[src/design/dpt_pkg.sv]
`default_nettype none
package dpt_pkg;

  localparam int PAGES       = 64;
  localparam int PAGE_W      = 6;
  localparam int FRAMES      = 64;
  localparam int FRAME_W     = 6;
  localparam int QCNT_W      = 7;
  localparam int OFF_W       = 10;
  localparam int ADDR_W      = 16;
  localparam int PBYTES_W    = 17;
  localparam int PCNT_W      = 7;
  localparam int SWAP_BLOCKS = 128;
  localparam int SWAP_W      = 7;
  localparam int STAMP_BITS  = 32;

  typedef enum logic [2:0] {
    ST_HIT          = 3'd0,
    ST_REPLACED     = 3'd1,
    ST_ADDR_RANGE   = 3'd2,
    ST_PAGE_RANGE   = 3'd3,
    ST_NO_FRAMES    = 3'd4,
    ST_REPLACE_FAIL = 3'd5,
    ST_MAPPED       = 3'd6,
    ST_QUEUE_FULL   = 3'd7
  } status_t;

  typedef enum logic {
    OP_MAP    = 1'b0,
    OP_ACCESS = 1'b1
  } opcode_t;

  typedef enum logic {
    CFG_PROCESS_BYTES = 1'b0,
    CFG_USE_LRU       = 1'b1
  } cfg_idx_t;

  typedef enum logic [2:0] {
    S_IDLE,
    S_CHECK,
    S_HIT,
    S_POP,
    S_SCAN,
    S_LRU_END,
    S_REPLACE
  } state_t;

  typedef struct packed {
    logic                opcode;
    logic [PAGE_W-1:0]   map_page;
    logic [FRAME_W-1:0]  map_frame;
    logic [ADDR_W-1:0]   vaddr;
    logic                is_write;
  } in_item_t;

  typedef struct packed {
    status_t             status;
    logic [ADDR_W-1:0]   paddr;
    logic [PAGE_W-1:0]   page_idx;
    logic [OFF_W-1:0]    page_offset;
    logic [FRAME_W-1:0]  evict_frame;
    logic                writeback;
    logic [SWAP_W-1:0]   swap_slot;
  } out_item_t;

  typedef struct packed {
    logic    latch;
    logic    do_map;
    logic    hit_rd;
    logic    hit_commit;
    logic    pop;
    logic    scan_start;
    logic    scan_issue;
    logic    scan_cmp;
    logic    replace;
    logic    res_load;
    status_t res_status;
  } dpt_cmd_t;

  typedef struct packed {
    logic is_access;
    logic map_page_bad;
    logic addr_bad;
    logic page_bad;
    logic page_valid;
    logic has_frames;
    logic q_full;
    logic q_empty;
    logic use_lru;
    logic scan_more;
    logic match_now;
    logic last_cmp;
    logic found;
  } dpt_stat_t;

endpackage
`default_nettype wire

[src/design/dpt_ctrl.sv]
`default_nettype none
module dpt_ctrl (
  input  wire              clk,
  input  wire              rst,
  input  wire              start,
  output logic             busy,
  input  dpt_pkg::dpt_stat_t stat,
  output dpt_pkg::dpt_cmd_t  cmd
);
  import dpt_pkg::*;

  state_t state, state_next;

  always_ff @(posedge clk) begin
    if (rst) begin
      state <= S_IDLE;
    end else begin
      state <= state_next;
    end
  end

  assign busy = (state != S_IDLE);

  always_comb begin
    state_next = state;
    cmd        = '0;
    cmd.res_status = ST_HIT;
    unique case (state)
      S_IDLE: begin
        if (start) begin
          cmd.latch  = 1'b1;
          state_next = S_CHECK;
        end
      end
      S_CHECK: begin
        if (!stat.is_access) begin
          cmd.res_load = 1'b1;
          state_next   = S_IDLE;
          priority if (stat.map_page_bad) begin
            cmd.res_status = ST_PAGE_RANGE;
          end else if (stat.q_full) begin
            cmd.res_status = ST_QUEUE_FULL;
          end else begin
            cmd.do_map     = 1'b1;
            cmd.res_status = ST_MAPPED;
          end
        end else begin
          priority if (stat.addr_bad) begin
            cmd.res_load = 1'b1; cmd.res_status = ST_ADDR_RANGE; state_next = S_IDLE;
          end else if (stat.page_bad) begin
            cmd.res_load = 1'b1; cmd.res_status = ST_PAGE_RANGE; state_next = S_IDLE;
          end else if (stat.page_valid) begin
            cmd.hit_rd = 1'b1;
            state_next = S_HIT;
          end else if (!stat.has_frames) begin
            cmd.res_load = 1'b1; cmd.res_status = ST_NO_FRAMES; state_next = S_IDLE;
          end else if (stat.use_lru) begin
            cmd.scan_start = 1'b1;
            state_next     = S_SCAN;
          end else begin
            state_next = S_POP;
          end
        end
      end
      S_HIT: begin
        cmd.hit_commit = 1'b1;
        cmd.res_load   = 1'b1;
        cmd.res_status = ST_HIT;
        state_next     = S_IDLE;
      end
      S_POP: begin
        if (stat.q_empty) begin
          cmd.res_load   = 1'b1;
          cmd.res_status = ST_REPLACE_FAIL;
          state_next     = S_IDLE;
        end else begin
          cmd.pop        = 1'b1;
          cmd.scan_start = 1'b1;
          state_next     = S_SCAN;
        end
      end
      S_SCAN: begin
        cmd.scan_cmp   = 1'b1;
        cmd.scan_issue = stat.scan_more;
        if (stat.use_lru) begin
          if (stat.last_cmp) begin
            state_next = S_LRU_END;
          end
        end else begin
          priority if (stat.match_now) begin
            state_next = S_REPLACE;
          end else if (stat.last_cmp) begin
            state_next = S_POP;
          end
        end
      end
      S_LRU_END: begin
        if (stat.found) begin
          state_next = S_REPLACE;
        end else begin
          cmd.res_load   = 1'b1;
          cmd.res_status = ST_REPLACE_FAIL;
          state_next     = S_IDLE;
        end
      end
      S_REPLACE: begin
        cmd.replace    = 1'b1;
        cmd.res_load   = 1'b1;
        cmd.res_status = ST_REPLACED;
        state_next     = S_IDLE;
      end
      default: state_next = S_IDLE;
    endcase
  end

endmodule
`default_nettype wire

[src/design/dpt_datapath.sv]
`default_nettype none
module dpt_datapath (
  input  wire                    clk,
  input  wire                    rst,
  input  dpt_pkg::in_item_t      in_item,
  input  wire                    cfg_we,
  input  dpt_pkg::cfg_idx_t      cfg_index,
  input  wire [16:0]             cfg_data,
  input  dpt_pkg::dpt_cmd_t      cmd,
  output dpt_pkg::dpt_stat_t     stat,
  output logic                   done,
  output dpt_pkg::out_item_t     result
);
  import dpt_pkg::*;

  logic [PBYTES_W-1:0]   process_bytes;
  logic                  use_lru;
  in_item_t              item_q;

  logic [FRAME_W-1:0]    frame_mem [PAGES];
  logic [STAMP_BITS-1:0] stamp_mem [PAGES];
  logic [FRAME_W-1:0]    fifo_mem  [FRAMES];
  logic [FRAME_W-1:0]    frame_rd;
  logic [STAMP_BITS-1:0] stamp_rd;
  logic [FRAME_W-1:0]    fifo_rd;

  logic [PAGES-1:0]      valid;
  logic [PAGES-1:0]      dirty;
  logic [PAGES-1:0]      valid_next;
  logic [PAGES-1:0]      dirty_next;
  logic [FRAME_W-1:0]    q_head;
  logic [QCNT_W-1:0]     q_count;
  logic                  has_frames;
  logic [SWAP_W:0]       swap_cnt;
  logic [STAMP_BITS-1:0] time_now;

  logic [PCNT_W-1:0]     scan_idx;
  logic [PAGE_W-1:0]     idx_d;
  logic                  cmp_vld;
  logic                  found;
  logic [STAMP_BITS-1:0] best_stamp;
  logic [PAGE_W-1:0]     vic_page;
  logic [FRAME_W-1:0]    vic_frame;

  logic [PBYTES_W:0]     pb_round;
  logic [PCNT_W:0]       pc_raw;
  logic [PCNT_W-1:0]     pc;
  logic [PAGE_W-1:0]     pnum;
  logic [OFF_W-1:0]      poff;
  logic                  cmp_ok;
  logic                  lru_better;
  logic                  mem_we;
  logic [PAGE_W-1:0]     mem_wa;
  logic [FRAME_W-1:0]    mem_wf;
  logic                  push;
  logic [FRAME_W-1:0]    push_frame;
  logic                  wb;
  logic [PAGE_W-1:0]     rd_addr;

  // page count: ceil(bytes / page size), capped
  assign pb_round = {1'b0, process_bytes} + (PBYTES_W+1)'(2**OFF_W - 1);
  assign pc_raw   = pb_round[PBYTES_W:OFF_W];
  assign pc       = (pc_raw > (PCNT_W+1)'(PAGES)) ? PCNT_W'(PAGES) : pc_raw[PCNT_W-1:0];

  assign pnum = item_q.vaddr[ADDR_W-1:OFF_W];
  assign poff = item_q.vaddr[OFF_W-1:0];

  assign cmp_ok     = cmd.scan_cmp && cmp_vld && valid[idx_d];
  assign lru_better = !found || (stamp_rd < best_stamp);

  assign stat.is_access    = (item_q.opcode == OP_ACCESS);
  assign stat.map_page_bad = ({1'b0, item_q.map_page} >= pc);
  assign stat.addr_bad     = ({1'b0, item_q.vaddr} >= process_bytes);
  assign stat.page_bad     = ({1'b0, pnum} >= pc);
  assign stat.page_valid   = valid[pnum];
  assign stat.has_frames   = has_frames;
  assign stat.q_full       = q_count[QCNT_W-1];
  assign stat.q_empty      = (q_count == '0);
  assign stat.use_lru      = use_lru;
  assign stat.scan_more    = (scan_idx < pc);
  assign stat.match_now    = cmp_ok && !use_lru && (frame_rd == fifo_rd);
  assign stat.last_cmp     = cmd.scan_cmp && cmp_vld && (({1'b0, idx_d} + PCNT_W'(1)) == pc);
  assign stat.found        = found;

  always_ff @(posedge clk) begin
    if (rst) begin
      process_bytes <= PBYTES_W'(65536);
      use_lru       <= 1'b0;
    end else if (cfg_we) begin
      unique case (cfg_index)
        CFG_PROCESS_BYTES: process_bytes <= cfg_data;
        CFG_USE_LRU:       use_lru       <= cfg_data[0];
      endcase
    end
  end

  always_ff @(posedge clk) begin
    if (cmd.latch) begin
      item_q <= in_item;
    end
  end

  // page table memories: one write, one read port each
  assign mem_we = cmd.do_map || cmd.replace || cmd.hit_commit;
  assign mem_wa = cmd.do_map ? item_q.map_page : pnum;
  assign mem_wf = cmd.do_map ? item_q.map_frame : vic_frame;
  assign rd_addr = cmd.hit_rd ? pnum : scan_idx[PAGE_W-1:0];

  always_ff @(posedge clk) begin
    if (cmd.do_map || cmd.replace) begin
      frame_mem[mem_wa] <= mem_wf;
    end
    if (mem_we) begin
      stamp_mem[mem_wa] <= time_now;
    end
    frame_rd <= frame_mem[rd_addr];
    stamp_rd <= stamp_mem[rd_addr];
  end

  // frame queue as a ring
  assign push       = (cmd.do_map || cmd.replace) && !q_count[QCNT_W-1];
  assign push_frame = cmd.do_map ? item_q.map_frame : vic_frame;

  always_ff @(posedge clk) begin
    if (push) begin
      fifo_mem[q_head + q_count[FRAME_W-1:0]] <= push_frame;
    end
    if (cmd.pop) begin
      fifo_rd <= fifo_mem[q_head];
    end
  end

  assign wb = dirty[vic_page] && !swap_cnt[SWAP_W];

  always_comb begin
    valid_next = valid;
    dirty_next = dirty;
    if (cmd.do_map) begin
      valid_next[item_q.map_page] = 1'b1;
      dirty_next[item_q.map_page] = 1'b0;
    end
    if (cmd.hit_commit && item_q.is_write) begin
      dirty_next[pnum] = 1'b1;
    end
    if (cmd.replace) begin
      valid_next[vic_page] = 1'b0;
      dirty_next[vic_page] = 1'b0;
      valid_next[pnum]     = 1'b1;
      dirty_next[pnum]     = item_q.is_write;
    end
  end

  always_ff @(posedge clk) begin
    if (rst) begin
      valid      <= '0;
      dirty      <= '0;
      q_head     <= '0;
      q_count    <= '0;
      has_frames <= 1'b0;
      swap_cnt   <= '0;
      time_now   <= '0;
    end else begin
      valid <= valid_next;
      dirty <= dirty_next;
      if (cmd.pop) begin
        q_head  <= q_head + FRAME_W'(1);
        q_count <= q_count - QCNT_W'(1);
      end else if (push) begin
        q_count <= q_count + QCNT_W'(1);
      end
      if (cmd.do_map) begin
        has_frames <= 1'b1;
      end
      if (cmd.replace && wb) begin
        swap_cnt <= swap_cnt + (SWAP_W+1)'(1);
      end
      if ((cmd.hit_commit || cmd.replace) && (time_now != '1)) begin
        time_now <= time_now + STAMP_BITS'(1);
      end
    end
  end

  // scan engine: read issued one cycle, compared the next
  always_ff @(posedge clk) begin
    if (rst) begin
      cmp_vld <= 1'b0;
      found   <= 1'b0;
    end else if (cmd.scan_start) begin
      cmp_vld <= 1'b0;
      found   <= 1'b0;
    end else begin
      cmp_vld <= cmd.scan_issue;
      if (cmp_ok && (use_lru ? lru_better : (frame_rd == fifo_rd))) begin
        found <= 1'b1;
      end
    end
  end

  always_ff @(posedge clk) begin
    if (cmd.scan_start) begin
      scan_idx <= '0;
    end else if (cmd.scan_issue) begin
      scan_idx <= scan_idx + PCNT_W'(1);
      idx_d    <= scan_idx[PAGE_W-1:0];
    end
    if (cmp_ok && (use_lru ? lru_better : (frame_rd == fifo_rd))) begin
      best_stamp <= stamp_rd;
      vic_page   <= idx_d;
      vic_frame  <= frame_rd;
    end
  end

  always_ff @(posedge clk) begin
    if (rst) begin
      done <= 1'b0;
    end else begin
      done <= cmd.res_load;
    end
  end

  always_ff @(posedge clk) begin
    if (cmd.res_load) begin
      result.status <= cmd.res_status;
      if (item_q.opcode == OP_ACCESS) begin
        result.page_idx    <= pnum;
        result.page_offset <= poff;
      end else begin
        result.page_idx    <= item_q.map_page;
        result.page_offset <= '0;
      end
      if (cmd.res_status == ST_HIT) begin
        result.paddr <= {frame_rd, poff};
      end else if (cmd.res_status == ST_REPLACED) begin
        result.paddr <= {vic_frame, poff};
      end else begin
        result.paddr <= '0;
      end
      if (cmd.res_status == ST_REPLACED) begin
        result.evict_frame <= vic_frame;
        result.writeback   <= wb;
        result.swap_slot   <= wb ? swap_cnt[SWAP_W-1:0] : '0;
      end else begin
        result.evict_frame <= '0;
        result.writeback   <= 1'b0;
        result.swap_slot   <= '0;
      end
    end
  end

endmodule
`default_nettype wire

[src/design/demand_paging_translator_unit.sv]
// A map or a fault found at the check ends after the check state; a hit goes on through the hit state.
// A miss adds a scan over the page table memory, one entry a cycle: LRU scans
// once and then picks the victim; FIFO scans again after each queue pop until a match.
// One item at a time; the next start is taken once busy falls.
// Reset (rst, synchronous): page table empty, queue empty, time zero, swap free.
// Results show for one cycle with done high; the receiver cannot stall.
`default_nettype none
module demand_paging_translator_unit (
  input  wire                 clk,
  input  wire                 rst,
  input  wire                 start,
  output logic                busy,
  input  dpt_pkg::in_item_t   in_item,
  output logic                done,
  output dpt_pkg::out_item_t  result,
  input  wire                 cfg_valid,
  output logic                cfg_ready,
  input  dpt_pkg::cfg_idx_t   cfg_index,
  input  wire [16:0]          cfg_data
);
  import dpt_pkg::*;

  dpt_cmd_t  cmd;
  dpt_stat_t stat;

  assign cfg_ready = 1'b1;

  dpt_ctrl u_ctrl (
    .clk   (clk),
    .rst   (rst),
    .start (start),
    .busy  (busy),
    .stat  (stat),
    .cmd   (cmd)
  );

  dpt_datapath u_dp (
    .clk       (clk),
    .rst       (rst),
    .in_item   (in_item),
    .cfg_we    (cfg_valid && cfg_ready),
    .cfg_index (cfg_index),
    .cfg_data  (cfg_data),
    .cmd       (cmd),
    .stat      (stat),
    .done      (done),
    .result    (result)
  );

endmodule
`default_nettype wire

[config.mk]
export PLATFORM = sky130hd
export DESIGN_NAME = demand_paging_translator_unit
export DESIGN_NICKNAME = d
export VERILOG_FILES = /design/src/design/dpt_pkg.sv /design/src/design/dpt_ctrl.sv /design/src/design/dpt_datapath.sv /design/src/design/demand_paging_translator_unit.sv
export SDC_FILE = /design/constraint.sdc
export NUM_CORES = 2
export LEC_CHECK = 0
export BUFFER_PORTS_ARGS = -buffer_cell sky130_fd_sc_hd__buf_2
export CORE_ASPECT_RATIO = 0.8
export CORE_MARGIN = 1
export CORE_UTILIZATION = 35
export DETAILED_ROUTE_END_ITERATION = 7
export PLACE_DENSITY = 0.55
export SLEW_MARGIN = 40
export SYNTH_ARGS = -nofsm -noshare
export SYNTH_HDL_FRONTEND = slang
export SYNTH_HIERARCHICAL = 1
export SYNTH_SLANG_ARGS = --single-unit
export TNS_END_PERCENT = 20
[constraint.sdc]
create_clock -name clk -period 11.6 [get_ports clk]
set_clock_uncertainty 0.15 [all_clocks]
set_input_delay 1.74 -clock clk [delete_from_list [all_inputs] [get_ports clk]]
set_output_delay 1.74 -clock clk [all_outputs]
set_load 0.005 [all_outputs]
==> qor.yml <==
run_status:
  status: "finished clean"
floorplan:
  die_x_um: 678
  initial_core_util_pct: 35.2
  core_area_mm2: 0.364
  die_h_um: 543
  ioPinCount: 104
  rows: 198
  die_area_mm2: 0.368
timing:
  tightest_slew_ns: 0.973
  setup_viol: 0
  slew_headroom_pct: 34.9
  rsz0062_at_grt: "no"
  slew_violations: 0
  timing.fmax_ghz: 0.122
  finalCriticalPeriod_ns: 8.19
  finalCritPeriodShare_pct: 70.6
  hold_viol: 0
  tns_ns: 0
global_routing:
  use_met2_pct: 28.7
  antenna_found_initial: 20
  grt_pass1_wl_um: 520000
  grt-busiest-layer: "met1"
  gr-usage-met3_pct: 3.47
  grt_pass1_vias: 69300
  track_usage_pct: 19.5
  grt_max_degree: 119
  overflow: 0
  grt.met1_usage_pct: 29.8
pwr:
  clock_power_share_pct: 41.1
  p_leak_nw: 47.6
  swShare_pct: 23.5
  p_per_area_mw_per_mm2: 177
  peakVddDrop_mv: 0.142
  p_int_w: 0.0199
  p_seq_share_pct: 48.6
  power_switching_w: 0.00611
  combPwrFrac_pct: 10.3
  p_total_w: 0.0260
setup_path:
  rrSetupSlack_ns: 3.41
  critPathLaunchType: "register"
  cp.arrival_ns: 8.81
  worstPathMaxFanout: 46
  crit_path_end_kind: "register"
  path_class: "register to register"
  cp.required_ns: 12.22
  cp-startpoint: "u_dp/process_bytes[4]"
  rr_startpoint: "u_dp/process_bytes[4]"
synth:
  yosys.cell_types.count: 80
  syn_nets: 7199
  netlist_instances: 7065
  avgSynthCellArea_um2: 18.1
  synth_edf_count: 2951
  synth_area_mm2: 0.128
  ys_ff_latch: 3202
  yosysWarnings: 6
  async_flop_share_pct: 0
  synth_ff_type: "edfxtp_1"
  ys_seq_area_share_pct: 73.2
clock_network:
  cts_hold_buf: 0
  cts_resized: 0
  cts_buffers: 330
  cts_htree_levels: 5
  clock_sinks: 3202
  clkLatencyLatePin_ns: 0.96
  cts_setup_buffers: 0
  clock-root-buffer: "clkbuf_16"
  clkTransAtPathRegs_ns: 0.06
  clock_path_buffers: 4
  cts_tree: "yes"
drt:
  drc: 0
  wl_um: 366000
  drt_iter0_drc: 9064
  routed_via_density: 5.67
  drt-wirelength-per-cell_um: 29.5
  vias: 70400
  dr.pass1.iters: 6
  ant_nets: 0
hold_path:
  holdCritPathClass: "register to register"
  min-delay-start: "u_dp/stamp_rd[24]"
final_layout:
  layout.nets: 7470
  drive_gt1_share_pct: 23.7
  area_delta_synth_final_pct: 14.8
  final_cell_mix: "edfxtp_1 (2951), mux4_2 (758), nand2_1 (712)"
  final_common_cell: "edfxtp_1"
placement:
  gp_congestion: 0.847
  port_buffers: 102
  hpwl_um: 212000
flow_run:
  maxCapViolCount: 0
## layer usage
| layer | routed length (um) | part of all wire (%) | vias up |
|---|---|---|---|
| met5 | 27 | 0.0074 | - |
| met4 | 7980 | 2.2 | 4 |
| met3 | 33300 | 9.1 | 526 |
| met2 | 160000 | 44 | 3353 |
| met1 | 165000 | 45 | 37700 |
| li1 | - | - | 28900 |
## path summary, 6_finish.rpt
check	endpoint	cells past startpoint
min reg2reg	u_dp/best_stamp[24]	0
max	u_dp/stamp_rd[30]	24
max reg2reg	u_dp/stamp_rd[30]	24
min	u_dp/best_stamp[24]	0
## kinds of logic after synthesis
kind of cell / count (synthesis) / synth area share [%]
other cells: 1 / 0.00293
xor+xnor: 70 / 0.480
mux: 921 / 14.7
simple gates: 1542 / 5.33
buf+inv: 498 / 1.62
compound gates: 749 / 3.86
flops: 3202 / 73.2
fa+ha+maj: 82 / 0.814
## power by group through the flow
stage	clock network [W]	logic (W)	registers [W]
floorplan	0	0.00185	0.0128
global placement	0	0.00267	0.0129
detailed placement	0	0.00270	0.0129
CTS	0.0109	0.00271	0.0126
global route	0.0113	0.00287	0.0126
finish	0.0107	0.00268	0.0126
## critical path, cell delays in order (launching register included)
cell	delay, ns
dfxtp_1	0.32
nor4_1	0.58
nand3_1	0.22
o41ai_1	0.64
nand2_1	0.30
ha_1	0.36
a21o_1	0.16
a21o_1	0.17
a21o_1	0.17
a21o_1	0.16
a21oi_1	0.14
nor2b_1	0.10
or3b_4	0.43
nor2_1	0.13
and2_2	0.53
mux2i_4	0.51
buf_6	0.26
buf_12	0.28
buf_4	0.64
mux4_2	0.40
nor2b_1	0.14
a211oi_1	0.28
a21oi_1	0.16
a32oi_1	0.53
o221ai_1	0.23
## registers in the layout, indices dropped and copies added, names as in the netlist, 17 cells and up
signal              cells
u_dp/valid             64
u_dp/stamp_mem       2048
u_dp/stamp_rd          32
u_dp/time_now          32
u_dp/dirty             64
u_dp/process_bytes     17
u_dp/result            49
u_dp/fifo_mem         384
u_dp/frame_mem        384
u_dp/item_q            29
u_dp/best_stamp        32
## synthesized netlist by cell type, types with 8 or more instances
master     count  area share (%)
nor3_1        36            0.14
o21ai_0      166            0.65
or3_1         16           0.078
nand4_1       30            0.15
o221ai_1      38            0.26
mux2i_1      139             1.1
mux2_2        24            0.21
edfxtp_1    2951              69
nand3_1      141            0.55
o21bai_1       8           0.047
ha_1          80            0.78
mux4_2       758              13
a22oi_1       41            0.24
o2111ai_1     27            0.18
nor2b_1       78            0.38
nand2b_1      23            0.11
and2_1        44            0.22
nor4_1        15           0.073
a32oi_1       46            0.32
nor3b_1       10           0.059
a31oi_1       16           0.078
buf_2        109            0.43
a21o_1        21            0.12
and3_1        25            0.12
nand2_1      724             2.1
clkbuf_1     229            0.67
inv_1         79            0.23
a311oi_1      14           0.096
xor2_1        26            0.18
buf_1         67            0.20
xnor2_1       44            0.30
dfxtp_1      251             3.9
a31o_2        17            0.12
buf_4         12           0.070
a211oi_1      58            0.34
a21oi_1      213            0.83
a2bb2oi_1     11           0.075
nor2_1       364             1.1
a221oi_1      19            0.13
## cell type report
cell class	instances	area, um^2
clock inverter	182	2010
timing repair buffer	358	2960
tap	4800	6010
sequential	3202	93700
multi-input combinational	3365	33000
inverter	79	297
fill	32300	217000
antenna	6	15.0
clock buffer	416	8740
## per-stage QoR
step | instances | utilization [%] | setup slack [ns] | instance area (um^2) | hold slack (ns)
final | 12400 | 40.3 | 3.41 | 147000 | 0.287
after global routing | 12400 | 40.3 | 3.01 | 147000 | 0.293
after CTS | 12400 | 40.3 | 3.53 | 146000 | 0.288
after detailed placement | 11800 | 37.3 | 3.53 | 136000 | 0.273
after global placement | 11800 | 37.2 | 2.48 | 135000 | 0.270
after floorplan | 7065 | - | 4.54 | 128000 | 0.259
(Power assumes the default switching activity.)
